[config.mk]
export PLATFORM = sky130hd
export DESIGN_NAME = json_string_unescape_utf8_top_flat
export DESIGN_NICKNAME = d
export VERILOG_FILES = /design/src/jsu_pkg.sv /design/src/jsu_if.sv /design/src/json_string_unescape_utf8_top.sv /design/src/jsu_front.sv /design/src/jsu_queue.sv /design/src/jsu_back.sv /design/src/flat_wrapper.sv
export SDC_FILE = /design/constraint.sdc
export NUM_CORES = 1
export LEC_CHECK = 0
export BUFFER_PORTS_ARGS = -buffer_cell sky130_fd_sc_hd__buf_2
export CORE_ASPECT_RATIO = 2
export CORE_MARGIN = 2
export CORE_UTILIZATION = 58
export DETAILED_ROUTE_END_ITERATION = 6
export PLACE_DENSITY = 0.85
export SLEW_MARGIN = 20
export SYNTH_ARGS = -nofsm -noshare
export SYNTH_HDL_FRONTEND = slang
export SYNTH_SLANG_ARGS = --single-unit
[constraint.sdc]
create_clock -name clk -period 5.7 [get_ports clk]
set_clock_uncertainty 0.1 [all_clocks]
set_input_delay 1.71 -clock clk [delete_from_list [all_inputs] [get_ports clk]]
set_output_delay 1.71 -clock clk [all_outputs]
set_load 0.01 [all_outputs]
[src/jsu_pkg.sv]
`default_nettype none
package jsu_pkg;

  localparam logic [1:0] KIND_DATA = 2'd0;
  localparam logic [1:0] KIND_END  = 2'd1;
  localparam logic [1:0] KIND_ERR  = 2'd2;

  localparam logic [2:0] ERR_NONE     = 3'd0;
  localparam logic [2:0] ERR_CTRL     = 3'd1;
  localparam logic [2:0] ERR_BAD_ESC  = 3'd2;
  localparam logic [2:0] ERR_NON_HEX  = 3'd3;
  localparam logic [2:0] ERR_NO_LOW   = 3'd4;
  localparam logic [2:0] ERR_NOT_LOW  = 3'd5;
  localparam logic [2:0] ERR_LONE_LOW = 3'd6;
  localparam logic [2:0] ERR_UNTERM   = 3'd7;

  // One decoded command: a code point with its UTF-8 length minus one, or a
  // string end, or an error. A raw pass-through byte is a one-byte command.
  typedef struct packed {
    logic [1:0]  kind;
    logic [2:0]  err;
    logic [1:0]  len;
    logic [20:0] cp;
  } cmd_t;

endpackage
`default_nettype wire

[src/jsu_if.sv]
`default_nettype none
interface jsu_in_if;
  logic       valid;
  logic       ready;
  logic [7:0] in_byte;
  logic       start_string;
  logic       end_of_source;

  modport source (output valid, output in_byte, output start_string,
                  output end_of_source, input ready);
  modport sink (input valid, input in_byte, input start_string,
                input end_of_source, output ready);
endinterface

interface jsu_out_if;
  logic       valid;
  logic       ready;
  logic [7:0] out_byte;
  logic [1:0] item_kind;
  logic [2:0] error_code;
  logic       last_of_run;

  modport source (output valid, output out_byte, output item_kind,
                  output error_code, output last_of_run, input ready);
  modport sink (input valid, input out_byte, input item_kind,
                input error_code, input last_of_run, output ready);
endinterface
`default_nettype wire

[src/json_string_unescape_utf8_top.sv]
// Channel   Dir   Payload                                   Handshake
// in_ch     in    in_byte, start_string, end_of_source      valid / ready
// out_ch    out   out_byte, item_kind, error_code,          valid / ready
//                 last_of_run
//
// The front decoder takes one input item per cycle while the command queue
// has room and writes any command it makes into the queue at the accepting
// edge; that item's first result shows once the back end has registered the
// command. The back end sends one result per cycle while out_ch is ready,
// so a code point of n UTF-8 bytes gives n results; the queue of QUEUE_DEPTH
// commands absorbs bursts. Synchronous active-low reset idles the decoder.
// Either side may stall without stalling the other until the queue fills.
`default_nettype none
module json_string_unescape_utf8_top
  import jsu_pkg::*;
#(
  parameter int QUEUE_DEPTH = 4
) (
  input  wire logic  clk,
  input  wire logic  rst_n,
  jsu_in_if.sink     in_ch,
  jsu_out_if.source  out_ch
);

  logic q_full;
  logic push;
  cmd_t push_cmd;
  logic pop;
  logic head_valid;
  cmd_t head_cmd;

  jsu_front u_front (
    .clk           (clk),
    .rst_n         (rst_n),
    .in_valid      (in_ch.valid),
    .in_ready      (in_ch.ready),
    .in_byte       (in_ch.in_byte),
    .start_string  (in_ch.start_string),
    .end_of_source (in_ch.end_of_source),
    .q_full        (q_full),
    .push          (push),
    .push_cmd      (push_cmd)
  );

  jsu_queue #(
    .DEPTH (QUEUE_DEPTH)
  ) u_queue (
    .clk        (clk),
    .rst_n      (rst_n),
    .push       (push && in_ch.valid && in_ch.ready),
    .push_cmd   (push_cmd),
    .full       (q_full),
    .pop        (pop),
    .head_valid (head_valid),
    .head_cmd   (head_cmd)
  );

  jsu_back u_back (
    .clk         (clk),
    .rst_n       (rst_n),
    .head_valid  (head_valid),
    .head_cmd    (head_cmd),
    .pop         (pop),
    .out_valid   (out_ch.valid),
    .out_ready   (out_ch.ready),
    .out_byte    (out_ch.out_byte),
    .item_kind   (out_ch.item_kind),
    .error_code  (out_ch.error_code),
    .last_of_run (out_ch.last_of_run)
  );

  a_err_code_matches_kind: assert property (@(posedge clk) disable iff (!rst_n)
    out_ch.valid |-> ((out_ch.item_kind == KIND_ERR) == (out_ch.error_code != ERR_NONE)))
    else $error("error code does not match result kind");

  a_flag_is_last: assert property (@(posedge clk) disable iff (!rst_n)
    (out_ch.valid && out_ch.item_kind != KIND_DATA) |-> out_ch.last_of_run)
    else $error("end or error result not marked last");

  a_multi_byte_shape: assert property (@(posedge clk) disable iff (!rst_n)
    (out_ch.valid && out_ch.item_kind == KIND_DATA && !out_ch.last_of_run)
      |-> out_ch.out_byte[7])
    else $error("non-final byte of a sequence is not a UTF-8 lead or continuation");

  a_no_push_when_full: assert property (@(posedge clk) disable iff (!rst_n)
    q_full |-> !in_ch.ready)
    else $error("input accepted while command queue is full");

  a_idle_after_reset: assert property (@(posedge clk)
    !rst_n |=> !out_ch.valid)
    else $error("result presented right after reset");

endmodule
`default_nettype wire

[src/jsu_front.sv]
`default_nettype none
module jsu_front
  import jsu_pkg::*;
(
  input  wire logic       clk,
  input  wire logic       rst_n,
  input  wire logic       in_valid,
  output logic            in_ready,
  input  wire logic [7:0] in_byte,
  input  wire logic       start_string,
  input  wire logic       end_of_source,
  input  wire logic       q_full,
  output logic            push,
  output cmd_t            push_cmd
);

  localparam logic [3:0] MODE_IDLE    = 4'd0;
  localparam logic [3:0] MODE_TEXT    = 4'd1;
  localparam logic [3:0] MODE_ESC     = 4'd2;
  localparam logic [3:0] MODE_HI0     = 4'd3;
  localparam logic [3:0] MODE_HI1     = 4'd4;
  localparam logic [3:0] MODE_HI2     = 4'd5;
  localparam logic [3:0] MODE_HI3     = 4'd6;
  localparam logic [3:0] MODE_WANT_BS = 4'd7;
  localparam logic [3:0] MODE_WANT_U  = 4'd8;
  localparam logic [3:0] MODE_LO0     = 4'd9;
  localparam logic [3:0] MODE_LO1     = 4'd10;
  localparam logic [3:0] MODE_LO2     = 4'd11;
  localparam logic [3:0] MODE_LO3     = 4'd12;

  localparam logic [7:0] CH_QUOTE = 8'h22;
  localparam logic [7:0] CH_BSL   = 8'h5C;
  localparam logic [7:0] CH_SLASH = 8'h2F;
  localparam logic [7:0] CH_B     = 8'h62;
  localparam logic [7:0] CH_F     = 8'h66;
  localparam logic [7:0] CH_N     = 8'h6E;
  localparam logic [7:0] CH_R     = 8'h72;
  localparam logic [7:0] CH_T     = 8'h74;
  localparam logic [7:0] CH_U     = 8'h75;

  logic [3:0]  mode_r, mode_nxt, mode_s;
  logic [15:0] acc_r, acc_nxt, acc_s;
  logic [9:0]  hs_r, hs_nxt, hs_s;
  logic        accept;
  logic        hex_ok;
  logic [3:0]  hex_d;
  logic [15:0] hex_v;
  logic [20:0] pair_cp;

  function automatic cmd_t data_cmd(input logic [20:0] cp);
    cmd_t c;
    c.kind = KIND_DATA;
    c.err  = ERR_NONE;
    c.cp   = cp;
    if (cp < 21'h80) begin
      c.len = 2'd0;
    end else if (cp < 21'h800) begin
      c.len = 2'd1;
    end else if (cp < 21'h10000) begin
      c.len = 2'd2;
    end else begin
      c.len = 2'd3;
    end
    return c;
  endfunction

  function automatic cmd_t flag_cmd(input logic [1:0] kind, input logic [2:0] err);
    cmd_t c;
    c.kind = kind;
    c.err  = err;
    c.len  = 2'd0;
    c.cp   = '0;
    return c;
  endfunction

  assign in_ready = !q_full;
  assign accept   = in_valid && in_ready;

  assign mode_s = start_string ? MODE_TEXT : mode_r;
  assign acc_s  = start_string ? 16'h0 : acc_r;
  assign hs_s   = start_string ? 10'h0 : hs_r;

  always_comb begin
    hex_ok = 1'b1;
    hex_d  = 4'h0;
    if (in_byte inside {[8'h30:8'h39]}) begin
      hex_d = in_byte[3:0];
    end else if (in_byte inside {[8'h41:8'h46], [8'h61:8'h66]}) begin
      hex_d = in_byte[3:0] + 4'd9;
    end else begin
      hex_ok = 1'b0;
    end
  end

  assign hex_v   = {acc_s[11:0], hex_d};
  assign pair_cp = 21'h10000 + {1'b0, hs_s, hex_v[9:0]};

  always_comb begin
    mode_nxt = mode_s;
    acc_nxt  = acc_s;
    hs_nxt   = hs_s;
    push     = 1'b0;
    push_cmd = flag_cmd(KIND_DATA, ERR_NONE);
    if (end_of_source) begin
      mode_nxt = MODE_IDLE;
      if (mode_s != MODE_IDLE) begin
        push = 1'b1;
        push_cmd = flag_cmd(KIND_ERR, (mode_s == MODE_WANT_BS || mode_s == MODE_WANT_U) ?
                            ERR_NO_LOW : ERR_UNTERM);
      end
    end else begin
      case (mode_s)
        MODE_TEXT: begin
          if (in_byte == CH_QUOTE) begin
            mode_nxt = MODE_IDLE;
            push = 1'b1;
            push_cmd = flag_cmd(KIND_END, ERR_NONE);
          end else if (in_byte == CH_BSL) begin
            mode_nxt = MODE_ESC;
          end else if (in_byte < 8'h20) begin
            mode_nxt = MODE_IDLE;
            push = 1'b1;
            push_cmd = flag_cmd(KIND_ERR, ERR_CTRL);
          end else begin
            push = 1'b1;
            push_cmd = flag_cmd(KIND_DATA, ERR_NONE);
            push_cmd.cp = {13'h0, in_byte};
          end
        end
        MODE_ESC: begin
          mode_nxt = MODE_TEXT;
          push = 1'b1;
          push_cmd = flag_cmd(KIND_DATA, ERR_NONE);
          case (in_byte)
            CH_QUOTE, CH_BSL, CH_SLASH: push_cmd.cp = {13'h0, in_byte};
            CH_B: push_cmd.cp = 21'h08;
            CH_F: push_cmd.cp = 21'h0C;
            CH_N: push_cmd.cp = 21'h0A;
            CH_R: push_cmd.cp = 21'h0D;
            CH_T: push_cmd.cp = 21'h09;
            CH_U: begin
              push = 1'b0;
              acc_nxt = 16'h0;
              mode_nxt = MODE_HI0;
            end
            default: begin
              mode_nxt = MODE_IDLE;
              push_cmd = flag_cmd(KIND_ERR, ERR_BAD_ESC);
            end
          endcase
        end
        MODE_WANT_BS: begin
          if (in_byte != CH_BSL) begin
            mode_nxt = MODE_IDLE;
            push = 1'b1;
            push_cmd = flag_cmd(KIND_ERR, ERR_NO_LOW);
          end else begin
            mode_nxt = MODE_WANT_U;
          end
        end
        MODE_WANT_U: begin
          if (in_byte != CH_U) begin
            mode_nxt = MODE_IDLE;
            push = 1'b1;
            push_cmd = flag_cmd(KIND_ERR, ERR_NO_LOW);
          end else begin
            acc_nxt = 16'h0;
            mode_nxt = MODE_LO0;
          end
        end
        MODE_HI0, MODE_HI1, MODE_HI2, MODE_HI3,
        MODE_LO0, MODE_LO1, MODE_LO2, MODE_LO3: begin
          if (!hex_ok) begin
            mode_nxt = MODE_IDLE;
            push = 1'b1;
            push_cmd = flag_cmd(KIND_ERR, ERR_NON_HEX);
          end else begin
            acc_nxt = hex_v;
            if (mode_s == MODE_HI3) begin
              if (hex_v inside {[16'hD800:16'hDBFF]}) begin
                hs_nxt = hex_v[9:0];
                mode_nxt = MODE_WANT_BS;
              end else if (hex_v inside {[16'hDC00:16'hDFFF]}) begin
                mode_nxt = MODE_IDLE;
                push = 1'b1;
                push_cmd = flag_cmd(KIND_ERR, ERR_LONE_LOW);
              end else begin
                mode_nxt = MODE_TEXT;
                push = 1'b1;
                push_cmd = data_cmd({5'h0, hex_v});
              end
            end else if (mode_s == MODE_LO3) begin
              push = 1'b1;
              if (hex_v inside {[16'hDC00:16'hDFFF]}) begin
                mode_nxt = MODE_TEXT;
                push_cmd = data_cmd(pair_cp);
              end else begin
                mode_nxt = MODE_IDLE;
                push_cmd = flag_cmd(KIND_ERR, ERR_NOT_LOW);
              end
            end else begin
              mode_nxt = mode_s + 4'd1;
            end
          end
        end
        default: begin
          mode_nxt = MODE_IDLE;
        end
      endcase
    end
  end

  always_ff @(posedge clk) begin
    if (!rst_n) begin
      mode_r <= MODE_IDLE;
      acc_r  <= 16'h0;
      hs_r   <= 10'h0;
    end else if (accept) begin
      mode_r <= mode_nxt;
      acc_r  <= acc_nxt;
      hs_r   <= hs_nxt;
    end
  end

endmodule
`default_nettype wire

[src/jsu_queue.sv]
`default_nettype none
module jsu_queue
  import jsu_pkg::*;
#(
  parameter int DEPTH = 4
) (
  input  wire logic clk,
  input  wire logic rst_n,
  input  wire logic push,
  input  wire cmd_t push_cmd,
  output logic      full,
  input  wire logic pop,
  output logic      head_valid,
  output cmd_t      head_cmd
);

  localparam int PTR_W = (DEPTH > 1) ? $clog2(DEPTH) : 1;
  localparam int CNT_W = $clog2(DEPTH + 1);
  localparam logic [PTR_W-1:0] PTR_LAST = PTR_W'(DEPTH - 1);
  localparam logic [CNT_W-1:0] CNT_FULL = CNT_W'(DEPTH);

  cmd_t             mem_r [DEPTH];
  logic [PTR_W-1:0] wr_ptr_r, rd_ptr_r;
  logic [CNT_W-1:0] count_r;

  assign full       = count_r == CNT_FULL;
  assign head_valid = count_r != '0;
  assign head_cmd   = mem_r[rd_ptr_r];

  always_ff @(posedge clk) begin
    if (push) begin
      mem_r[wr_ptr_r] <= push_cmd;
    end
  end

  always_ff @(posedge clk) begin
    if (!rst_n) begin
      wr_ptr_r <= '0;
      rd_ptr_r <= '0;
      count_r  <= '0;
    end else begin
      if (push) begin
        wr_ptr_r <= (wr_ptr_r == PTR_LAST) ? '0 : wr_ptr_r + 1'b1;
      end
      if (pop) begin
        rd_ptr_r <= (rd_ptr_r == PTR_LAST) ? '0 : rd_ptr_r + 1'b1;
      end
      if (push && !pop) begin
        count_r <= count_r + 1'b1;
      end else if (pop && !push) begin
        count_r <= count_r - 1'b1;
      end
    end
  end

endmodule
`default_nettype wire

[src/jsu_back.sv]
`default_nettype none
module jsu_back
  import jsu_pkg::*;
(
  input  wire logic       clk,
  input  wire logic       rst_n,
  input  wire logic       head_valid,
  input  wire cmd_t       head_cmd,
  output logic            pop,
  output logic            out_valid,
  input  wire logic       out_ready,
  output logic [7:0]      out_byte,
  output logic [1:0]      item_kind,
  output logic [2:0]      error_code,
  output logic            last_of_run
);

  cmd_t       cur_r;
  logic       cur_valid_r;
  logic [1:0] idx_r;
  logic       last;
  logic       take;

  assign last = idx_r == cur_r.len;
  assign take = cur_valid_r && out_ready;
  assign pop  = head_valid && (!cur_valid_r || (take && last));

  always_ff @(posedge clk) begin
    if (!rst_n) begin
      cur_valid_r <= 1'b0;
      idx_r       <= 2'd0;
    end else if (pop) begin
      cur_valid_r <= 1'b1;
      idx_r       <= 2'd0;
    end else if (take) begin
      if (last) begin
        cur_valid_r <= 1'b0;
      end else begin
        idx_r <= idx_r + 2'd1;
      end
    end
  end

  always_ff @(posedge clk) begin
    if (pop) begin
      cur_r <= head_cmd;
    end
  end

  always_comb begin
    out_byte = 8'h00;
    case (cur_r.len)
      2'd0: out_byte = cur_r.cp[7:0];
      2'd1: begin
        case (idx_r)
          2'd0:    out_byte = {3'b110, cur_r.cp[10:6]};
          default: out_byte = {2'b10, cur_r.cp[5:0]};
        endcase
      end
      2'd2: begin
        case (idx_r)
          2'd0:    out_byte = {4'b1110, cur_r.cp[15:12]};
          2'd1:    out_byte = {2'b10, cur_r.cp[11:6]};
          default: out_byte = {2'b10, cur_r.cp[5:0]};
        endcase
      end
      default: begin
        case (idx_r)
          2'd0:    out_byte = {5'b11110, cur_r.cp[20:18]};
          2'd1:    out_byte = {2'b10, cur_r.cp[17:12]};
          2'd2:    out_byte = {2'b10, cur_r.cp[11:6]};
          default: out_byte = {2'b10, cur_r.cp[5:0]};
        endcase
      end
    endcase
  end

  assign out_valid   = cur_valid_r;
  assign item_kind   = cur_r.kind;
  assign error_code  = cur_r.err;
  assign last_of_run = last;

endmodule
`default_nettype wire
[src/flat_wrapper.sv]
// flat-port wrapper written by rule: the top's interface ports become plain ports
module json_string_unescape_utf8_top_flat import jsu_pkg::*;
#(
  parameter int QUEUE_DEPTH = 4
)
  (clk, rst_n, in_ch_valid, in_ch_in_byte, in_ch_start_string, in_ch_end_of_source, in_ch_ready, out_ch_valid, out_ch_out_byte, out_ch_item_kind, out_ch_error_code, out_ch_last_of_run, out_ch_ready);
  jsu_in_if in_ch_i ();
  jsu_out_if out_ch_i ();
  input  wire logic clk;
  input  wire logic rst_n;
  input wire logic [$bits(in_ch_i.valid)-1:0] in_ch_valid;
  input wire logic [$bits(in_ch_i.in_byte)-1:0] in_ch_in_byte;
  input wire logic [$bits(in_ch_i.start_string)-1:0] in_ch_start_string;
  input wire logic [$bits(in_ch_i.end_of_source)-1:0] in_ch_end_of_source;
  output wire logic [$bits(in_ch_i.ready)-1:0] in_ch_ready;
  output wire logic [$bits(out_ch_i.valid)-1:0] out_ch_valid;
  output wire logic [$bits(out_ch_i.out_byte)-1:0] out_ch_out_byte;
  output wire logic [$bits(out_ch_i.item_kind)-1:0] out_ch_item_kind;
  output wire logic [$bits(out_ch_i.error_code)-1:0] out_ch_error_code;
  output wire logic [$bits(out_ch_i.last_of_run)-1:0] out_ch_last_of_run;
  input wire logic [$bits(out_ch_i.ready)-1:0] out_ch_ready;
  assign in_ch_i.valid = in_ch_valid;
  assign in_ch_i.in_byte = in_ch_in_byte;
  assign in_ch_i.start_string = in_ch_start_string;
  assign in_ch_i.end_of_source = in_ch_end_of_source;
  assign in_ch_ready = in_ch_i.ready;
  assign out_ch_valid = out_ch_i.valid;
  assign out_ch_out_byte = out_ch_i.out_byte;
  assign out_ch_item_kind = out_ch_i.item_kind;
  assign out_ch_error_code = out_ch_i.error_code;
  assign out_ch_last_of_run = out_ch_i.last_of_run;
  assign out_ch_i.ready = out_ch_ready;
  json_string_unescape_utf8_top #(.QUEUE_DEPTH(QUEUE_DEPTH)) u_core (.clk(clk), .rst_n(rst_n), .in_ch(in_ch_i), .out_ch(out_ch_i));
endmodule
==> impl_metrics.py <==
metrics = {
    "finish": {
        "finish.net_count": 721,
        "fillCellCount": 1081,
        "share_of_layout_cells_above_drive_strength_1_pct": 17.3,
        "syn2layout_area_growth_pct": 11.1,
        "antenna_cells_inserted": 0,
    },
    "synth": {
        "synth_top_cell_by_area": "sky130_fd_sc_hd__edfxtp_1",
        "synth_enable_flop_cells": 140,
        "yosys-top-cells-area": "sky130_fd_sc_hd__edfxtp_1 (50%), sky130_fd_sc_hd__dfxtp_1 (8.5%), sky130_fd_sc_hd__mux4_2 (7.5%)",
        "yosysMostFrequentCell": "sky130_fd_sc_hd__edfxtp_1",
        "mappedNetlistArea_sq_mm": 0.00846,
        "post_synth_num_cell_types": 75,
        "syn_inst": 656,
        "postSynthRegisterBits": 176,
        "syn_nets": 695,
        "post-synth-top-area-fraction_pct": 49.7,
        "async_reset_ff_share_pct": 0,
        "sequential_element_share_of_the_synthesized_area_pct": 58.2,
        "postSynth.topFlopCell": "sky130_fd_sc_hd__edfxtp_1",
        "synth.cells.most_frequent": "sky130_fd_sc_hd__edfxtp_1 (140), sky130_fd_sc_hd__nor2_1 (41), sky130_fd_sc_hd__nand2_1 (40)",
        "yosys_warnings": 0,
        "syn-mean-instance-area_sq_um": 12.9,
    },
    "placed_design": {
        "port_buffers": 29,
        "finalWeightedCongestion": 0.964,
        "hpwl_mm": 15.1,
    },
    "sta": {
        "setup_tns_ns": 0,
        "rsz0062_at_grt": "no",
        "drv_slew": 0,
        "timing.hold.ws_ns": 0.375,
        "timing.slew.headroom_pct": 32.6,
        "timing.fmax_mhz": 192,
        "worst_pin_slew_ns": 1.01,
        "hold_viol_final": 0,
        "finalWorstPathRequiredPeriod_ns": 5.20,
        "timing.final.crit_share_pct": 91.2,
        "finalSetupViolCount": 0,
    },
    "setup_path": {
        "crit_required_ns": 5.95,
        "setup.worst_path.class": "input pin to flip-flop",
        "critPathLaunch": "in_ch_start_string",
        "rr_startpoint": "u_core.u_front.mode_r[0]$_SDFFE_PN0P_",
        "worstPathArrival_ns": 5.44,
        "slowest_stage": "sky130_fd_sc_hd__nor4bb_1",
        "most_frequent_cp_cell": "sky130_fd_sc_hd__inv_1",
        "setup.worst_path.start_class": "input pin",
        "flop2flop_setup_slack_ns": 1.54,
        "worst_stage_delay_on_the_critical_path_ns": 0.48,
        "end_kind": "flip-flop",
        "reg2reg_depth": 15,
        "timing.critical_path.cells": "buf_2 -> or2_2 -> inv_1 -> ha_1 -> nor4bb_1 -> a211o_1 -> nor2_1 -> nor3_1 -> a2bb2oi_1 -> inv_1 -> ha_1 -> inv_1 -> fa_1 -> xor2_1 -> or3_1 -> a21oi_1",
        "largest_fanout_on_the_critical_path": 7,
    },
    "die": {
        "boundaryPins": 30,
        "core_area_sq_mm": 0.0143,
        "initial_utilization_pct": 59.2,
        "die_h_um": 175,
        "die-width_um": 89.4,
        "design.die.area_sq_mm": 0.0156,
        "std_cell_rows": 62,
    },
    "min_path": {
        "worstHoldPathType": "flip-flop to flip-flop",
        "timing.hold.worst_path_depth": 1,
        "holdCritStartpoint": "u_core.u_front.acc_r[1]$_SDFFE_PN0P_",
    },
    "detailed_routing": {
        "post_route_wl_mm": 21.3,
        "drtAntennaViolNets": 0,
        "vias": 5892,
        "drt_first_pass_iters": 5,
        "detail_route.vias_per_cell": 6.64,
        "post-route-drc-count": 0,
        "dr_wl_cell_um": 24.0,
        "detailedRoute.firstIterationViolations": 610,
    },
    "clock_tree": {
        "post_cts.repair.setup_buffers": 0,
        "postCtsHoldBufs": 0,
        "clock_tree.root_cell": "sky130_fd_sc_hd__clkbuf_16",
        "cts-htree-levels": 4,
        "max-clock-path-buffers": 2,
        "cts.repair.resized": 0,
        "tritoncts": "done",
        "path_clk_slew_ns": 0.07,
        "clk-insertion-delay-late_ns": 0.42,
        "numClockSinks": 176,
        "tritoncts.num_buffers": 17,
    },
    "power": {
        "leakage_nw": 3.17,
        "vdd_ir_drop_max_uv": 213,
        "pwr_density_cell_mw_per_mm2": 409,
    },
    "global_routing": {
        "global_route.overflow_total": 0,
        "grt_start_max_net_pins": 32,
        "grt_first_pass_wirelength_mm": 32.3,
        "globalRouteTotalUtil_pct": 28.4,
        "number_of_global_route_vias_before_repair": 5926,
        "antenna_found_initial": 0,
    },
    "flow_run": {
        "maxCapViolations": 0,
    },
    "outcome": {
        "run_status": "finished, final reports clean",
    },
}
-- per-layer routing --
layer | wire length [um] | vias up | global-route usage, % | part of all wire, %
li1 | - | 2613 | - | -
met1 | 7180 | 2908 | 29.5 | 34
met2 | 11700 | 282 | 49.7 | 55
met3 | 908 | 89 | 4.91 | 4.3
met4 | 1490 | 0 | 19.3 | 7.0
met5 | 0 | - | 0 | 0
-- cell usage in the layout, fill, tap and decap left out, types with 4 or more instances in the layout --
cell type and n:
sky130_fd_sc_hd__a32o_1 7, sky130_fd_sc_hd__nor2b_1 14, sky130_fd_sc_hd__nand3_1 17, sky130_fd_sc_hd__dfxtp_1 35, sky130_fd_sc_hd__a221oi_1 6, sky130_fd_sc_hd__clkinvlp_4 4, sky130_fd_sc_hd__mux2i_1 5, sky130_fd_sc_hd__buf_4 15
sky130_fd_sc_hd__clkbuf_16 17, sky130_fd_sc_hd__nor4_1 7, sky130_fd_sc_hd__nand2b_1 7, sky130_fd_sc_hd__o21bai_1 5, sky130_fd_sc_hd__and2_1 6, sky130_fd_sc_hd__mux4_2 28, sky130_fd_sc_hd__or3_1 4, sky130_fd_sc_hd__nand2_1 40
sky130_fd_sc_hd__nor3_1 16, sky130_fd_sc_hd__a21oi_1 29, sky130_fd_sc_hd__a31oi_1 6, sky130_fd_sc_hd__a22o_1 13, sky130_fd_sc_hd__inv_1 21, sky130_fd_sc_hd__a222oi_1 5, sky130_fd_sc_hd__a211oi_1 5, sky130_fd_sc_hd__xor2_1 5
sky130_fd_sc_hd__nor3b_1 7, sky130_fd_sc_hd__a22oi_1 11, sky130_fd_sc_hd__nand4_1 4, sky130_fd_sc_hd__edfxtp_1 140, sky130_fd_sc_hd__o21ai_0 36, sky130_fd_sc_hd__buf_2 29, sky130_fd_sc_hd__and3_1 4, sky130_fd_sc_hd__ha_1 24
sky130_fd_sc_hd__nor2_1 40, sky130_fd_sc_hd__nor4bb_1 6
-- worst paths after layout --
check / to
setup / recovery: u_core.u_queue.count_r[2]$_SDFFE_PN0P_
hold / removal: u_core.u_front.acc_r[1]$_SDFFE_PN0P_
setup reg to reg: u_core.u_queue.count_r[2]$_SDFFE_PN0P_
hold reg to reg: u_core.u_front.acc_r[1]$_SDFFE_PN0P_
-- registers in the layout (all words and copies together) (netlist names) --
signal / count
u_core.u_back.error_code: 3
u_core.u_queue.wr_ptr_r: 2
u_core.u_back.item_kind: 2
u_core.u_queue.count_r: 3
u_core.u_back.idx_r: 2
u_core.u_queue.rd_ptr_r: 2
u_core.u_front.acc_r: 12
u_core.u_front.mode_r: 4
u_core.u_queue.mem_r: 112
u_core.u_back.out_valid: 1
u_core.u_front.hs_r: 10
u_core.u_back.cur_r: 23
-- where the power goes --
group | leakage, nW | total (W) | internal, W | switching (W)
sequential | 1.59 | 0.00179 | 0.00161 | 0.000173
combinational | 1.29 | 0.000886 | 0.000395 | 0.000492
clock | 0.286 | 0.00117 | 0.000699 | 0.000470
total | 3.17 | 0.00384 | 0.00271 | 0.00113
-- kinds of logic (layout without fill, tap and decap cells) --
logic type / Yosys count / count (layout) / share of synthesized area [%]
AO/OA/AOI/OAI: 159 / 159 / 13.4
XOR/XNOR: 8 / 8 / 0.829
adder cells (fa/ha/maj): 25 / 25 / 3.79
buffers and inverters: 59 / 98 / 2.99
flip-flops: 176 / 176 / 58.2
multiplexers: 35 / 35 / 8.31
AND/OR/NAND/NOR: 194 / 194 / 12.4
-- critical path, delay by kind of cell --
kind	cells	cell delay, ns
adders and majority gates	3	0.93
AOI/OAI and AO/OA	3	0.63
xor gates and xnor gates	1	0.19
and+or+nand+nor	5	1.50
buffers and inverters	4	0.48
-- through the flow --
| stage | total power, W | area [sq um] | worst slack (ns) | instances | utilization, % |
|---|---|---|---|---|---|
| finish | 0.00384 | 9400 | 0.503 | 887 | 65.8 |
| global route | 0.00399 | 9400 | 0.340 | 887 | 65.8 |
| global placement | 0.00262 | 8790 | 0.409 | 855 | 61.6 |
| CTS | 0.00385 | 9390 | 0.632 | 887 | 65.8 |
| floorplan | 0.00239 | 8460 | 0.359 | 656 | - |
| detailed placement | 0.00268 | 8790 | 0.192 | 855 | 61.6 |
-- area by class of cell --
class                           count  area, sq um  area share, %
Sequential cell                   176         4930           52.5
Multi-Input combinational cell    421         3280           34.9
Clock buffer                       18          439           4.67
Timing Repair Buffer               44          258           2.74
Tap cell                          192          240           2.56
Clock inverter                     14          165           1.76
Inverter                           22         82.6          0.879
Note: power is estimated with default switching activity, not from simulation.
